File: src/hw/rtl/htsed_pkg.sv
// ----------------------------------------------------------------------------
// htsed_pkg
// Shared types, character codes and the entity name table of the tag
// stripper and entity decoder.
// ----------------------------------------------------------------------------
package htsed_pkg;

	localparam int NUM_NAMES = 37;
	localparam int COPY_IDX  = 36;
	localparam int NAME_MAXLEN = 6;

	localparam logic [7:0] CH_AMP   = 8'h26;
	localparam logic [7:0] CH_LT    = 8'h3c;
	localparam logic [7:0] CH_GT    = 8'h3e;
	localparam logic [7:0] CH_SEMI  = 8'h3b;
	localparam logic [7:0] CH_HASH  = 8'h23;
	localparam logic [7:0] CH_X     = 8'h78;
	localparam logic [7:0] CH_ZERO  = 8'h30;
	localparam logic [7:0] CH_PLUS  = 8'h2b;
	localparam logic [7:0] CH_MINUS = 8'h2d;
	localparam logic [7:0] CH_SPACE = 8'h20;
	localparam logic [7:0] CH_LPAR  = 8'h28;
	localparam logic [7:0] CH_RPAR  = 8'h29;
	localparam logic [7:0] CH_CAP_C = 8'h43;

	// names are right-justified in 48 bits
	localparam logic [47:0] NAME_STR [NUM_NAMES] = '{
		"agrave", "aacute", "acirc", "atilde", "auml", "aring", "aelig", "amp",
		"ccedil", "egrave", "eacute", "ecirc", "euml", "eth", "igrave", "iacute",
		"icirc", "iuml", "gt", "lt", "ntilde", "nbsp", "ograve", "oacute",
		"ocirc", "otilde", "ouml", "oslash", "quot", "szlig", "thorn", "ugrave",
		"uacute", "ucirc", "uuml", "yacute", "copy"
	};

	localparam logic [2:0] NAME_LEN [NUM_NAMES] = '{
		3'd6, 3'd6, 3'd5, 3'd6, 3'd4, 3'd5, 3'd5, 3'd3,
		3'd6, 3'd6, 3'd6, 3'd5, 3'd4, 3'd3, 3'd6, 3'd6,
		3'd5, 3'd4, 3'd2, 3'd2, 3'd6, 3'd4, 3'd6, 3'd6,
		3'd5, 3'd6, 3'd4, 3'd6, 3'd4, 3'd5, 3'd5, 3'd6,
		3'd6, 3'd5, 3'd4, 3'd6, 3'd4
	};

	localparam logic [7:0] NAME_VAL [NUM_NAMES] = '{
		8'he0, 8'he1, 8'he2, 8'he3, 8'he4, 8'he5, 8'he6, 8'h26,
		8'he7, 8'he8, 8'he9, 8'hea, 8'heb, 8'hf0, 8'hec, 8'hed,
		8'hee, 8'hef, 8'h3e, 8'h3c, 8'hf1, 8'h20, 8'hf2, 8'hf3,
		8'hf4, 8'hf5, 8'hf6, 8'hf8, 8'h22, 8'hdf, 8'hfe, 8'hf9,
		8'hfa, 8'hfb, 8'hfc, 8'hfd, 8'h00
	};

	// character k of name i; valid for k below the name length
	function automatic logic [7:0] name_char(input int i, input int k);
		int sh;
		sh = (int'(NAME_LEN[i]) - 1 - k) * 8;
		return NAME_STR[i][sh +: 8];
	endfunction

	// fold A-Z to a-z
	function automatic logic [7:0] fold(input logic [7:0] c);
		return (c >= 8'h41 && c <= 8'h5a) ? c + 8'd32 : c;
	endfunction

	typedef struct packed {
		logic       start;
		logic       step;
		logic [7:0] ch;
	} dec_ctl_t;

	typedef struct packed {
		logic [7:0] val;
		logic       is_copy;
	} dec_res_t;

endpackage

File: src/hw/rtl/htsed_if.sv
// ----------------------------------------------------------------------------
// htsed_in_if / htsed_out_if
// Valid/ready channels for raw text bytes and for stripped output bytes.
// ----------------------------------------------------------------------------
interface htsed_in_if;
	logic       valid;
	logic       ready;
	logic [7:0] in_byte;
	logic       end_of_text;
	modport source (output valid, output in_byte, output end_of_text, input ready);
	modport sink (input valid, input in_byte, input end_of_text, output ready);
endinterface

interface htsed_out_if;
	logic       valid;
	logic       ready;
	logic [7:0] out_byte;
	logic       out_last;
	modport source (output valid, output out_byte, output out_last, input ready);
	modport sink (input valid, input out_byte, input out_last, output ready);
endinterface

File: src/hw/rtl/html_tag_strip_entity_decode.sv
// ----------------------------------------------------------------------------
// html_tag_strip_entity_decode
// Strips markup tags from a byte stream and decodes character entities.
// ----------------------------------------------------------------------------
// One input byte is taken at a time; ready stays low until that byte's
// results are handed to the output register. A plain byte passes through
// the idle, feed and flush states. A ';' that closes an entity scans the
// buffered name through the shared decoder, latches the decoded value and
// emits a nonzero value in EMIT1, or "(C)" in EMIT1 to EMIT3. An overflowing
// entity replays the buffered bytes through the same parse step, one byte a
// cycle. Output stalls hold the sequencer wherever a byte must be emitted.
module html_tag_strip_entity_decode #(
	parameter int ENTITY_MAX = 9
) (
	input logic         clk,
	input logic         arst_n,
	htsed_in_if.sink    text_in,
	htsed_out_if.source text_out
);

	localparam int LW = $clog2(ENTITY_MAX + 1);
	localparam int IW = $clog2(ENTITY_MAX);

	typedef enum logic [1:0] {M_TEXT, M_TAG, M_ENT} mode_t;
	typedef enum logic [2:0] {
		S_IDLE, S_FEED, S_REPLAY, S_SCAN, S_EMIT1, S_EMIT2, S_EMIT3, S_FLUSH
	} state_t;

	state_t        state_q;
	mode_t         mode_q;
	logic [LW-1:0] len_q, dlen_q, rcnt_q, rp_q, k_q;
	logic [7:0]    buf_q [ENTITY_MAX];
	logic [7:0]    b_q, pend_q, out_byte_q, val_q;
	logic          eot_q, pend_v_q, out_v_q, out_last_q, ret_q, copy_q;

	htsed_pkg::dec_ctl_t dec_ctl;
	htsed_pkg::dec_res_t dec_res;

	logic [7:0] cur_b;
	logic       can_emit, f_emit, f_wr, f_dec, f_ovf, scan_end;
	mode_t      f_mode;

	assign text_in.ready   = (state_q == S_IDLE);
	assign text_out.valid  = out_v_q;
	assign text_out.out_byte = out_byte_q;
	assign text_out.out_last = out_last_q;
	assign can_emit = !pend_v_q || !out_v_q;

	// pick the byte to parse: current byte, or replayed buffer entry
	assign cur_b = (state_q == S_REPLAY && rp_q != rcnt_q) ? buf_q[rp_q[IW-1:0]] : b_q;

	// one parse step on cur_b
	always_comb begin
		f_emit = 1'b0;
		f_wr   = 1'b0;
		f_dec  = 1'b0;
		f_ovf  = 1'b0;
		f_mode = mode_q;
		case (mode_q)
			M_TAG: if (cur_b == htsed_pkg::CH_GT) f_mode = M_TEXT;
			M_ENT: begin
				if (cur_b == htsed_pkg::CH_SEMI) begin
					f_dec = 1'b1;
					f_mode = M_TEXT;
				end else if (len_q < LW'(ENTITY_MAX)) f_wr = 1'b1;
				else begin
					f_ovf = 1'b1;
					f_emit = 1'b1;
					f_mode = M_TEXT;
				end
			end
			default: begin
				if (cur_b == htsed_pkg::CH_AMP) f_mode = M_ENT;
				else if (cur_b == htsed_pkg::CH_LT) f_mode = M_TAG;
				else begin
					f_mode = M_TEXT;
					f_emit = 1'b1;
				end
			end
		endcase
	end

	assign scan_end = (k_q == dlen_q) || (buf_q[k_q[IW-1:0]] == 8'd0);

	// drive the shared decoder
	always_comb begin
		dec_ctl.start = (state_q == S_FEED || state_q == S_REPLAY) && can_emit && f_dec;
		dec_ctl.step  = (state_q == S_SCAN) && !scan_end;
		dec_ctl.ch    = buf_q[k_q[IW-1:0]];
	end

	htsed_decoder #(.LW(LW)) u_dec (
		.clk    (clk),
		.arst_n (arst_n),
		.ctl    (dec_ctl),
		.idx    (k_q),
		.res    (dec_res)
	);

	// hold the entity buffer
	always_ff @(posedge clk) begin
		if ((state_q == S_FEED || state_q == S_REPLAY) && can_emit && f_wr)
			buf_q[len_q[IW-1:0]] <= cur_b;
	end

	// sequencer, parse state and output staging
	always_ff @(posedge clk or negedge arst_n) begin
		logic       emit;
		logic [7:0] eb;
		if (!arst_n) begin
			state_q  <= S_IDLE;
			mode_q   <= M_TEXT;
			len_q    <= '0;
			pend_v_q <= 1'b0;
			out_v_q  <= 1'b0;
			out_last_q <= 1'b0;
			out_byte_q <= 8'd0;
			pend_q   <= 8'd0;
			b_q      <= 8'd0;
			eot_q    <= 1'b0;
			dlen_q   <= '0;
			rcnt_q   <= '0;
			rp_q     <= '0;
			k_q      <= '0;
			ret_q    <= 1'b0;
			val_q    <= 8'd0;
			copy_q   <= 1'b0;
		end else begin
			emit = 1'b0;
			eb   = 8'd0;
			if (out_v_q && text_out.ready) out_v_q <= 1'b0;
			case (state_q)
				S_IDLE: begin
					if (text_in.valid) begin
						b_q   <= text_in.in_byte;
						eot_q <= text_in.end_of_text;
						state_q <= S_FEED;
					end
				end
				S_FEED, S_REPLAY: begin
					if (can_emit) begin
						mode_q <= f_mode;
						emit = f_emit;
						eb = f_ovf ? htsed_pkg::CH_AMP : cur_b;
						if (f_wr) len_q <= len_q + 1'b1;
						if (cur_b == htsed_pkg::CH_AMP && mode_q == M_TEXT) len_q <= '0;
						if (state_q == S_REPLAY) rp_q <= rp_q + 1'b1;
						if (f_ovf) begin
							rcnt_q <= len_q;
							rp_q   <= '0;
							len_q  <= '0;
							state_q <= S_REPLAY;
						end else if (f_dec) begin
							dlen_q <= len_q;
							len_q  <= '0;
							k_q    <= '0;
							ret_q  <= (state_q == S_REPLAY) && (rp_q != rcnt_q);
							state_q <= S_SCAN;
						end else if (state_q == S_FEED || rp_q == rcnt_q) begin
							state_q <= S_FLUSH;
						end
					end
				end
				S_SCAN: begin
					if (scan_end) begin
						val_q  <= dec_res.val;
						copy_q <= dec_res.is_copy;
						state_q <= S_EMIT1;
					end else k_q <= k_q + 1'b1;
				end
				S_EMIT1: begin
					if (val_q != 8'd0) begin
						if (can_emit) begin
							emit = 1'b1;
							eb = val_q;
							state_q <= ret_q ? S_REPLAY : S_FLUSH;
						end
					end else if (copy_q) begin
						if (can_emit) begin
							emit = 1'b1;
							eb = htsed_pkg::CH_LPAR;
							state_q <= S_EMIT2;
						end
					end else state_q <= ret_q ? S_REPLAY : S_FLUSH;
				end
				S_EMIT2: begin
					if (can_emit) begin
						emit = 1'b1;
						eb = htsed_pkg::CH_CAP_C;
						state_q <= S_EMIT3;
					end
				end
				S_EMIT3: begin
					if (can_emit) begin
						emit = 1'b1;
						eb = htsed_pkg::CH_RPAR;
						state_q <= ret_q ? S_REPLAY : S_FLUSH;
					end
				end
				S_FLUSH: begin
					if (!pend_v_q || !out_v_q) begin
						if (pend_v_q) begin
							out_v_q    <= 1'b1;
							out_byte_q <= pend_q;
							out_last_q <= 1'b1;
							pend_v_q   <= 1'b0;
						end
						if (eot_q) begin
							mode_q <= M_TEXT;
							len_q  <= '0;
						end
						state_q <= S_IDLE;
					end
				end
				default: state_q <= S_IDLE;
			endcase
			// stage the new byte; push the older one out as not last
			if (emit) begin
				if (pend_v_q) begin
					out_v_q    <= 1'b1;
					out_byte_q <= pend_q;
					out_last_q <= 1'b0;
				end
				pend_q   <= eb;
				pend_v_q <= 1'b1;
			end
		end
	end

	// ready only with no staged byte left over
	a_ready_clean: assert property (@(posedge clk) disable iff (!arst_n)
		text_in.ready |-> !pend_v_q)
		else $error("ready raised with a staged byte");

	a_len_bound: assert property (@(posedge clk) disable iff (!arst_n)
		len_q <= LW'(ENTITY_MAX))
		else $error("entity length beyond buffer");

	a_busy_after_accept: assert property (@(posedge clk) disable iff (!arst_n)
		(text_in.valid && text_in.ready) |=> !text_in.ready)
		else $error("ready held after a transaction");

endmodule

File: src/hw/rtl/htsed_decoder.sv
// ----------------------------------------------------------------------------
// htsed_decoder
// Entity name decoder: consumes one buffered name character per step and
// tracks both the table match and a strtol-style numeric parse.
// ----------------------------------------------------------------------------
module htsed_decoder #(
	parameter int LW = 4
) (
	input  logic                clk,
	input  logic                arst_n,
	input  htsed_pkg::dec_ctl_t ctl,
	input  logic [LW-1:0]       idx,
	output htsed_pkg::dec_res_t res
);

	typedef enum logic [2:0] {
		P_HASH, P_WS, P_PFX, P_ZX, P_DIG, P_STOP
	} phase_t;

	logic [htsed_pkg::NUM_NAMES-1:0] mask_q, mask_d;
	logic       num_q, num_d;
	logic       hex_q, hex_d;
	logic       neg_q, neg_d;
	logic [7:0] v_q, v_d;
	phase_t     phase_q, phase_d;

	// advance the numeric parse and the name match by one character
	always_comb begin
		logic [7:0] c;
		logic       ws, dig_ok, go_pfx, go_dig;
		logic [7:0] d;
		c = htsed_pkg::fold(ctl.ch);
		mask_d  = mask_q;
		num_d   = num_q;
		hex_d   = hex_q;
		neg_d   = neg_q;
		v_d     = v_q;
		phase_d = phase_q;
		go_pfx  = 1'b0;
		go_dig  = 1'b0;
		ws = (c == htsed_pkg::CH_SPACE) || (c >= 8'h09 && c <= 8'h0d);
		d = 8'd0;
		dig_ok = 1'b0;
		if (c >= 8'h30 && c <= 8'h39) begin
			d = c - 8'h30;
			dig_ok = 1'b1;
		end else if (c >= 8'h61 && c <= 8'h66) begin
			d = c - 8'h57;
			dig_ok = hex_d;
		end
		if (idx == '0) begin
			num_d = (c == htsed_pkg::CH_HASH);
			phase_d = P_HASH;
		end
		for (int i = 0; i < htsed_pkg::NUM_NAMES; i++) begin
			if (int'(idx) >= int'(htsed_pkg::NAME_LEN[i])) begin
				mask_d[i] = 1'b0;
			end else if (htsed_pkg::name_char(i, int'(idx)) != c) begin
				mask_d[i] = 1'b0;
			end
		end
		if (num_q && idx != '0) begin
			case (phase_q)
				P_HASH: begin
					if (c == htsed_pkg::CH_X) begin
						hex_d = 1'b1;
						phase_d = P_WS;
					end else begin
						hex_d = 1'b0;
						dig_ok = (c >= 8'h30 && c <= 8'h39);
						if (ws) phase_d = P_WS;
						else if (c == htsed_pkg::CH_PLUS || c == htsed_pkg::CH_MINUS) begin
							neg_d = (c == htsed_pkg::CH_MINUS);
							phase_d = P_DIG;
						end else go_dig = 1'b1;
					end
				end
				P_WS: begin
					if (ws) phase_d = P_WS;
					else if (c == htsed_pkg::CH_PLUS || c == htsed_pkg::CH_MINUS) begin
						neg_d = (c == htsed_pkg::CH_MINUS);
						phase_d = hex_q ? P_PFX : P_DIG;
					end else if (hex_q) go_pfx = 1'b1;
					else go_dig = 1'b1;
				end
				P_PFX: go_pfx = 1'b1;
				P_ZX: begin
					if (c == htsed_pkg::CH_X) phase_d = P_DIG;
					else go_dig = 1'b1;
				end
				P_DIG: go_dig = 1'b1;
				default: phase_d = P_STOP;
			endcase
			if (go_pfx) begin
				if (c == htsed_pkg::CH_ZERO) phase_d = P_ZX;
				else go_dig = 1'b1;
			end
			if (go_dig) begin
				if (dig_ok) begin
					v_d = hex_d ? {v_q[3:0], d[3:0]} : ({v_q[4:0], 3'b000} + {v_q[6:0], 1'b0} + d);
					phase_d = P_DIG;
				end else phase_d = P_STOP;
			end
		end
	end

	// hold parse state; clear on start
	always_ff @(posedge clk or negedge arst_n) begin
		if (!arst_n) begin
			mask_q  <= '1;
			num_q   <= 1'b0;
			hex_q   <= 1'b0;
			neg_q   <= 1'b0;
			v_q     <= 8'd0;
			phase_q <= P_HASH;
		end else if (ctl.start) begin
			mask_q  <= '1;
			num_q   <= 1'b0;
			hex_q   <= 1'b0;
			neg_q   <= 1'b0;
			v_q     <= 8'd0;
			phase_q <= P_HASH;
		end else if (ctl.step) begin
			mask_q  <= mask_d;
			num_q   <= num_d;
			hex_q   <= hex_d;
			neg_q   <= neg_d;
			v_q     <= v_d;
			phase_q <= phase_d;
		end
	end

	// select the matched value for the name length reached
	always_comb begin
		logic [7:0] nv;
		nv = 8'd0;
		for (int i = 0; i < htsed_pkg::NUM_NAMES; i++) begin
			if (mask_q[i] && int'(idx) == int'(htsed_pkg::NAME_LEN[i])) nv |= htsed_pkg::NAME_VAL[i];
		end
		res.val = num_q ? (neg_q ? 8'd0 - v_q : v_q) : nv;
		res.is_copy = !num_q && mask_q[htsed_pkg::COPY_IDX] && (int'(idx) == 4);
	end

endmodule

File: src/flat_wrapper.sv
// flat-port wrapper written by rule: the top's interface ports become plain ports
module html_tag_strip_entity_decode_flat 
#(
	parameter int ENTITY_MAX = 9
)
  (clk, arst_n, text_in_valid, text_in_in_byte, text_in_end_of_text, text_in_ready, text_out_valid, text_out_out_byte, text_out_out_last, text_out_ready);
  htsed_in_if text_in_i ();
  htsed_out_if text_out_i ();
  input logic clk;
  input logic arst_n;
  input wire logic [$bits(text_in_i.valid)-1:0] text_in_valid;
  input wire logic [$bits(text_in_i.in_byte)-1:0] text_in_in_byte;
  input wire logic [$bits(text_in_i.end_of_text)-1:0] text_in_end_of_text;
  output wire logic [$bits(text_in_i.ready)-1:0] text_in_ready;
  output wire logic [$bits(text_out_i.valid)-1:0] text_out_valid;
  output wire logic [$bits(text_out_i.out_byte)-1:0] text_out_out_byte;
  output wire logic [$bits(text_out_i.out_last)-1:0] text_out_out_last;
  input wire logic [$bits(text_out_i.ready)-1:0] text_out_ready;
  assign text_in_i.valid = text_in_valid;
  assign text_in_i.in_byte = text_in_in_byte;
  assign text_in_i.end_of_text = text_in_end_of_text;
  assign text_in_ready = text_in_i.ready;
  assign text_out_valid = text_out_i.valid;
  assign text_out_out_byte = text_out_i.out_byte;
  assign text_out_out_last = text_out_i.out_last;
  assign text_out_i.ready = text_out_ready;
  html_tag_strip_entity_decode #(.ENTITY_MAX(ENTITY_MAX)) u_core (.clk(clk), .arst_n(arst_n), .text_in(text_in_i), .text_out(text_out_i));
endmodule
File: config.mk
export PLATFORM = sky130hd
export DESIGN_NAME = html_tag_strip_entity_decode_flat
export DESIGN_NICKNAME = d
export VERILOG_FILES = /design/src/hw/rtl/htsed_pkg.sv /design/src/hw/rtl/htsed_if.sv /design/src/hw/rtl/html_tag_strip_entity_decode.sv /design/src/hw/rtl/htsed_decoder.sv /design/src/flat_wrapper.sv
export SDC_FILE = /design/constraint.sdc
export NUM_CORES = 1
export LEC_CHECK = 0
export ABC_CLOCK_PERIOD_IN_PS = 9900
export BUFFER_PORTS_ARGS = -buffer_cell sky130_fd_sc_hd__buf_4
export CORE_MARGIN = 3
export CORE_UTILIZATION = 45
export DETAILED_ROUTE_END_ITERATION = 8
export HOLD_SLACK_MARGIN = 0.08
export PLACE_DENSITY = 0.63
export SKIP_LAST_GASP = 1
export SYNTH_ARGS = -nofsm -noshare
export SYNTH_HDL_FRONTEND = slang
export SYNTH_SLANG_ARGS = --single-unit
File: constraint.sdc
create_clock -name clk -period 9.9 [get_ports clk]
set_clock_uncertainty 0.2 [all_clocks]
set_input_delay 0.99 -clock clk [delete_from_list [all_inputs] [get_ports clk]]
set_output_delay 0.99 -clock clk [all_outputs]
set_load 0.005 [all_outputs]
[Word level (Yosys, flattened, before mapping)]
Memories as Yosys holds them, arrays and structs flattened.
Cells that the tools add are included.
Storage, ports and cells
  flip-flop bits (word level): 114
  RAM bits: 72
  input port bits: 13
  output and inout port bits: 11
  word-level logic and storage cells: 904
  memories: 1
Operators by class
  add/sub/neg operators: 14
  magnitude comparators: 14
  eq/ne operators: 87
  shift operators: 37
  mux-type cells: 523
  reductions and logical operators: 169
Memories
  u_core.buf_q: words 9, bits a word 8, read ports 2, clocked after memory_dff 0, write ports 1, RTL line html_tag_strip_entity_decode.sv:32  | logic [7:0] buf_q [ENTITY_MAX];
Operator list (count)
  $shiftx 48x8->8 const A: 37
  $mux 8: 77
  $ne 8x8->1: 37
  $mux 1: 278
  $mux 3: 74
  $mux 4: 53
  $reduce_bool 3->1: 38
  $mux 37: 3
  $reduce_and 2->1: 41
  $eq 8x6->1 const B: 9
  $logic_and 1x1->1: 50
  $mux 6: 7
  $mux 2: 18
  $pmux 8 s4: 1
  $pmux 3 s7: 1
  $reduce_bool 2->1: 10
  $add 8x8->8: 2
  $ge 8x7->1 const B: 2
  $le 8x7->1 const B: 2
  $pmux 4 s2: 2
  $eq 3x3->1 const B: 5
  $ne 2x1->1 const B: 7
  $add 4x1->4 const B: 3
  $eq 3x2->1 const B: 4
  48 further kinds: 83

[Depth between registers and ports, before layout]
  depth in word-level cells: 41
  mapped depth: 36
  depth with buffers taken out: 29

[By module]
From an unflattened synthesis, not the netlist that was laid out.
Second synthesis, totals
  cell total of the unflattened synthesis: 1421
  area total of the unflattened synthesis: 13440.4 µm²
Modules (own cells, without submodules)
  html_tag_strip_entity_decode: times used 1, cells an instance 562, area each 7046.8 µm², sequential area each 3738.6 µm²
  htsed_decoder: times used 1, cells an instance 859, area each 6393.6 µm², sequential area each 1322.5 µm²

[Least setup slack after synthesis]
Ideal clock, no wire load.
  path type: reg2reg
  start point: register u_core.k_q[0]
  end point: register u_core.u_dec.v_q[7]
  setup time: 0.076 ns
  arrival: 7.216 ns
  data required time: 9.624 ns
  slack: 2.408 ns
  cell stages (with the launch flop): 35
  buffers on the path: 8
  clock period less this slack: 7.492 ns
  cell sequence: dfrtp_1 > buf_4 > buf_12 > buf_8 > buf_2 > mux2i_1 > a22o_1 > o31ai_2 > buf_2 > buf_1 > buf_2 > ha_1 > nor2b_1 > o311ai_1 > nor4_4 > a21o_1 > o21ai_2 > ha_1 > clkbuf_1 > nand2b_1 > o221ai_1 > o21bai_1 > o32ai_1 > nand3_1 > o21ai_0 > fa_1 > ha_1 > a21o_1 > a21oi_1 > o21bai_1 > a21oi_1 > xnor2_1 > a2111oi_0 > nor3_1 > o21ai_1
On the way
  longest elaborated chain between the ends: 27
  elaborated cells on any way between the ends: 101
  classes of those cells: 4 x add/sub; 8 x order compare; 6 x eq/ne; 65 x mux; 17 x reduce/logical; 1 x memory
RTL lines
  start: declaration: RTL line html_tag_strip_entity_decode.sv:31  | logic [LW-1:0] len_q, dlen_q, rcnt_q, rp_q, k_q;
  start signal: assignment: RTL line html_tag_strip_entity_decode.sv:169  | end else k_q <= k_q + 1'b1;
  $mem_v2 9x8
  $ge 8x7->1 or $le 8x7->1 (tied branches): RTL line htsed_pkg.sv:60  | return (c >= 8'h41 && c <= 8'h5a) ? c + 8'd32 : c;
  $logic_and 1x1->1: RTL line htsed_pkg.sv:60
  $mux 8: RTL line htsed_pkg.sv:60
  $eq 8x6->1: RTL line htsed_decoder.sv:72, htsed_decoder.sv:80
  $logic_or 1x1->1: RTL line htsed_decoder.sv:72, htsed_decoder.sv:80
  $mux 1: RTL line htsed_decoder.sv:72  | else if (c == htsed_pkg::CH_PLUS || c == htsed_pkg::CH_MINUS) begin
  $mux 1: RTL line htsed_decoder.sv:71  | if (ws) phase_d = P_WS;
  (+11 left out)
  $mux 1: RTL line htsed_decoder.sv:62  | if (num_q && idx != '0) begin
  $mux 1: RTL line htsed_decoder.sv:95  | if (c == htsed_pkg::CH_ZERO) phase_d = P_ZX;
  $mux 1: RTL line htsed_decoder.sv:94  | if (go_pfx) begin
  $mux 1: RTL line htsed_decoder.sv:62
  $mux 1: RTL line htsed_decoder.sv:94
  $mux 1: RTL line htsed_decoder.sv:62
  $reduce_bool 2->1 (no line)
  $reduce_and 4->1 (no line)
  end signal: assignment: RTL line htsed_decoder.sv:128  | v_q <= v_d;
  end: declaration: RTL line htsed_decoder.sv:24  | logic [7:0] v_q, v_d;
Several ways; a longest one is shown, not always the timed one. The select of a mux whose other input is x is not followed.
A chain may end at the register's enable or synchronous reset.

[Worst setup path after layout]
Same ends and word-level chain as after synthesis.

==> results.md <==
* Largest family of logic cells by synthesized area: compound AO/OA/AOI/OAI gates
* Arrival time worst endpoint at 8.33 ns
* Period minus WS final at 8.14 ns
* Final setup vio count at 0
* Switching Fraction at 34.3%
* Fmax at 123 MHz
* CTS buffer count at 17
* Area share of and/or/nand/nor cells after synthesis at about 17%
* Ant diodes at 0
* Relative max-transition margin at 23.0%
* Post_cts resized at 0
* Crit share post-route at between 80% and 90%
* Full die area at 31600 um^2
* Fraction of layout cells with a size suffix above 1 at 16.9%
* Synth Register Bits at about 190
* Slowest cell on crit path: dfrtp_2
* Port Buffers at 23
* CTS root buf: clkbuf_16
* Synth area leaders: edfxtp_1, dfrtp_1, dfstp_2
* Worst EP required at 10.08 ns
* Most used cell along the critical path: ha_1
* Sw Pwr at 0.811 mW
* Worst-margin pin slew at about 1.2 ns
* Vias at ~11000
* Worst vdd ir at 0.170 mV
* Area grow syn2layout at 7.50%
* RSZ-0062 raised after global routing: false
* Hold buffers post-CTS at 0
* GRT Util Overall at 25.5%
* Placed instance area at 13700 um^2
* HPWL Detailed at roughly 28000 um
* Worst-path clk slew at 0.08 ns
* Crit-path max cell delay at approximately 0.99 ns
* Synthesis Warnings at 0
* Num rows at 62
* CTS tree: built
* Number of fill cells in the layout at ~2700
* Mapped Cells at 1407
* Startpoint Class: flop
* CP Max Fanout at 37
* Final TNS setup at 0 ns
* Count of maximum capacitance violations at 0
* Hold Crit Class: reg -> reg
* Routed WL per cell at 22.2 um
* IO Pins at 24
* Avg Inst Size Synth at ~9.4 um^2
* Crit end category: flop
* Clk pwr share at 30.2%
* First-pass GRT wire length at approximately 62000 um
* Total power at about 2.4 mW
* Post-CTS Setup Bufs at 0
* Initial Util at 46.0%
* CTS max path bufs at 2
* Gpl congestion at 0.969
* Nets@finish at 1434
* Clock latency at the later pin of the worst-skew pair at ~0.46 ns
* Max-slew violations at 0
* Leakage Power at 5.46 nW
* Clock sinks at approximately 190
* Combinational power share at 27.1%
* Power Internal at about 1.6 mW
* CORE AREA at ~29000 um^2
* Multi-input gate area at ~7600 um^2
* Xor and xnor area share after synthesis at 4.68%
* Register area share after synthesis at 38.1%
* Die Height at 178 um
* Sequential cell area at 5060 um^2
* # H-tree levels at 4
* Mapped Nets at 1464
* Largest net degree at the start of global routing at 71
* Compound-Gate Fraction of Synth Area at 21.1%
* Number of DRC markers in iteration 0 at ~1200
* Fraction of registers with async set/reset at 61.3%
* Type of the worst setup path: reg -> reg
* Post-synth top area cell: edfxtp_1
* Adder-Cell Fraction of Synth Area at 4.43%
* Synth unique cells at 106
* PD cells at ~170 nW/um^2
* Hold_ws at between 0.2 and 0.3 ns
* Final WL at 39400 um
* Syn Std Cell Area at 13300 um^2
* Initial antenna violation count at 0
* Final Util at between 40 and 50%
* Final hold viol count at 0
* Antenna Nets Post-Route at 0
* Mux contribution to synthesized area at 10.1%
* First-pass iteration count of the detailed router at 5
* DRC Markers at 0
* Post-synth EDFFs at 72
* Seq pwr share at 42.7%
* Status: complete, no violations
* Finished Cell Area at 14300 um^2
* Number of global-route vias before repair at approximately 11000
* Post-synth top flop: dfrtp_1
* Die W at 178 um
* Via density at ~6.4
* GRT overflow at 0
* Share of the synthesized area in the top cell type at 16.3%
[power by group through the flow]
stage	sequential, mW	combinational [mW]	clock, mW
after detailed placement	1.02	0.640	0
after CTS	1.01	0.643	0.723
after global routing	1.02	0.706	0.751
final	1.01	0.641	0.713
after floorplan	0.973	0.477	0
after global placement	1.02	0.628	0
[area by class of cell]
| type | instances | area share [%] |
|---|---|---|
| inverter | 40 | 1.06 |
| timing repair buffer | 44 | 2.31 |
| multi-input combinational | 1088 | 53.5 |
| tap | 384 | 3.37 |
| sequential | 186 | 35.5 |
| clock inverter | 14 | 1.13 |
| clock buffer | 18 | 3.16 |
[metrics by stage]
stage | cells | worst slack, ns
after detailed placement | 1742 | 1.92
after global placement | 1742 | 2.12
after CTS | 1774 | 1.92
after floorplan | 1407 | 2.41
after global routing | 1774 | 1.18
final | 1774 | 1.76
[routing by layer]
| layer | global-route usage [%] | wire length [um] |
|---|---|---|
| met2 | 40.6 | 18200 |
| met1 | 34.6 | 17100 |
| met4 | 9.42 | 1250 |
| met3 | 4.86 | 2750 |
| met5 | 0 | 0 |
[path summary, 6_finish.rpt]
check	slack (ns)	start	endpoint	cells after the start
worst max-delay path	1.76	u_core.k_q[0]	u_core.u_dec.v_q[7]	30
worst min-delay path	0.29	u_core.rcnt_q[3]	u_core.rcnt_q[3]	1
worst max register to register	1.76	u_core.k_q[0]	u_core.u_dec.v_q[7]	30
worst min register to register	0.29	u_core.rcnt_q[3]	u_core.rcnt_q[3]	1
max in group asynchronous	7.77	arst_n	u_core.k_q[0]	2
min in group asynchronous	0.33	arst_n	u_core.k_q[1]	1
[cell families (layout without fill, tap and decap cells)]
family / count (synthesis) / count (layout)
AOI/OAI and AO/OA: 390 / 390
xor gates and xnor gates: 71 / 71
adders and majority gates: 44 / 44
buffers and inverters: 133 / 116
DFF: 186 / 186
muxes: 106 / 106
and+or+nand+nor: 477 / 477
[Yosys cell counts, types with 8 or more instances]
cell      count
o21ai_0      81
nand3_1      45
mux2i_1      32
nor2b_1      11
nor2_1      123
dfrtp_1      77
xnor2_1      60
xor2_1       11
nand4_1      12
mux2_2       49
inv_1        33
o22ai_1      19
a21oi_1      74
mux4_2       16
and2_1       17
or2_2         8
o31ai_1      16
buf_2        16
dfstp_2      37
ha_1         39
and3_1       14
nor4_1       13
o211ai_1     13
nand2_1     145
buf_4         8
clkbuf_1     53
a31oi_1      22
a22o_1       14
o21ai_1       8
edfxtp_1     72
nand2b_1     12
buf_1        13
a211oi_1      8
nor3_1       46
[sequential cells by signal (all words and copies together), names as in the netlist, 2 cells and up, named ones only]
name                  flops
u_core.state_q            3
u_core.mode_q             2
u_core.len_q              4
u_core.buf_q             72
u_core.rcnt_q             4
u_core.rp_q               4
u_core.k_q                4
u_core.dlen_q             4
u_core.b_q                8
u_core.pend_q             8
u_core.val_q              8
u_core.u_dec.mask_q      37
u_core.u_dec.v_q          8
u_core.u_dec.phase_q      3
[cell usage in the layout (no fill, tap or decap), types with 11 or more instances in the layout]
cell	n
and2_1	17
mux2i_1	32
and3_1	13
xor2_1	11
nand2b_1	12
nor2b_1	11
ha_1	39
a21oi_1	74
nor3_1	46
inv_1	33
nand3_1	45
nand2_1	145
a22o_1	14
dfstp_2	37
buf_4	44
o211ai_1	13
o21ai_0	81
o31ai_1	16
edfxtp_1	72
nor2_1	123
nor4_1	13
mux4_2	16
xnor2_1	60
dfrtp_1	76
mux2_2	49
o22ai_1	19
a31oi_1	22
clkbuf_16	18
nand4_1	12
[critical path, delay by kind of cell (launching register included)]
kind                       cells  cell delay, ns
AOI/OAI and AO/OA             15            3.11
adders and majority gates      4            1.55
and+or+nand+nor                7            1.00
muxes                          1            0.19
DFF                            1            0.99
buffers and inverters          2            0.81
xor gates and xnor gates       1            0.19
(Power assumes the default switching activity.)
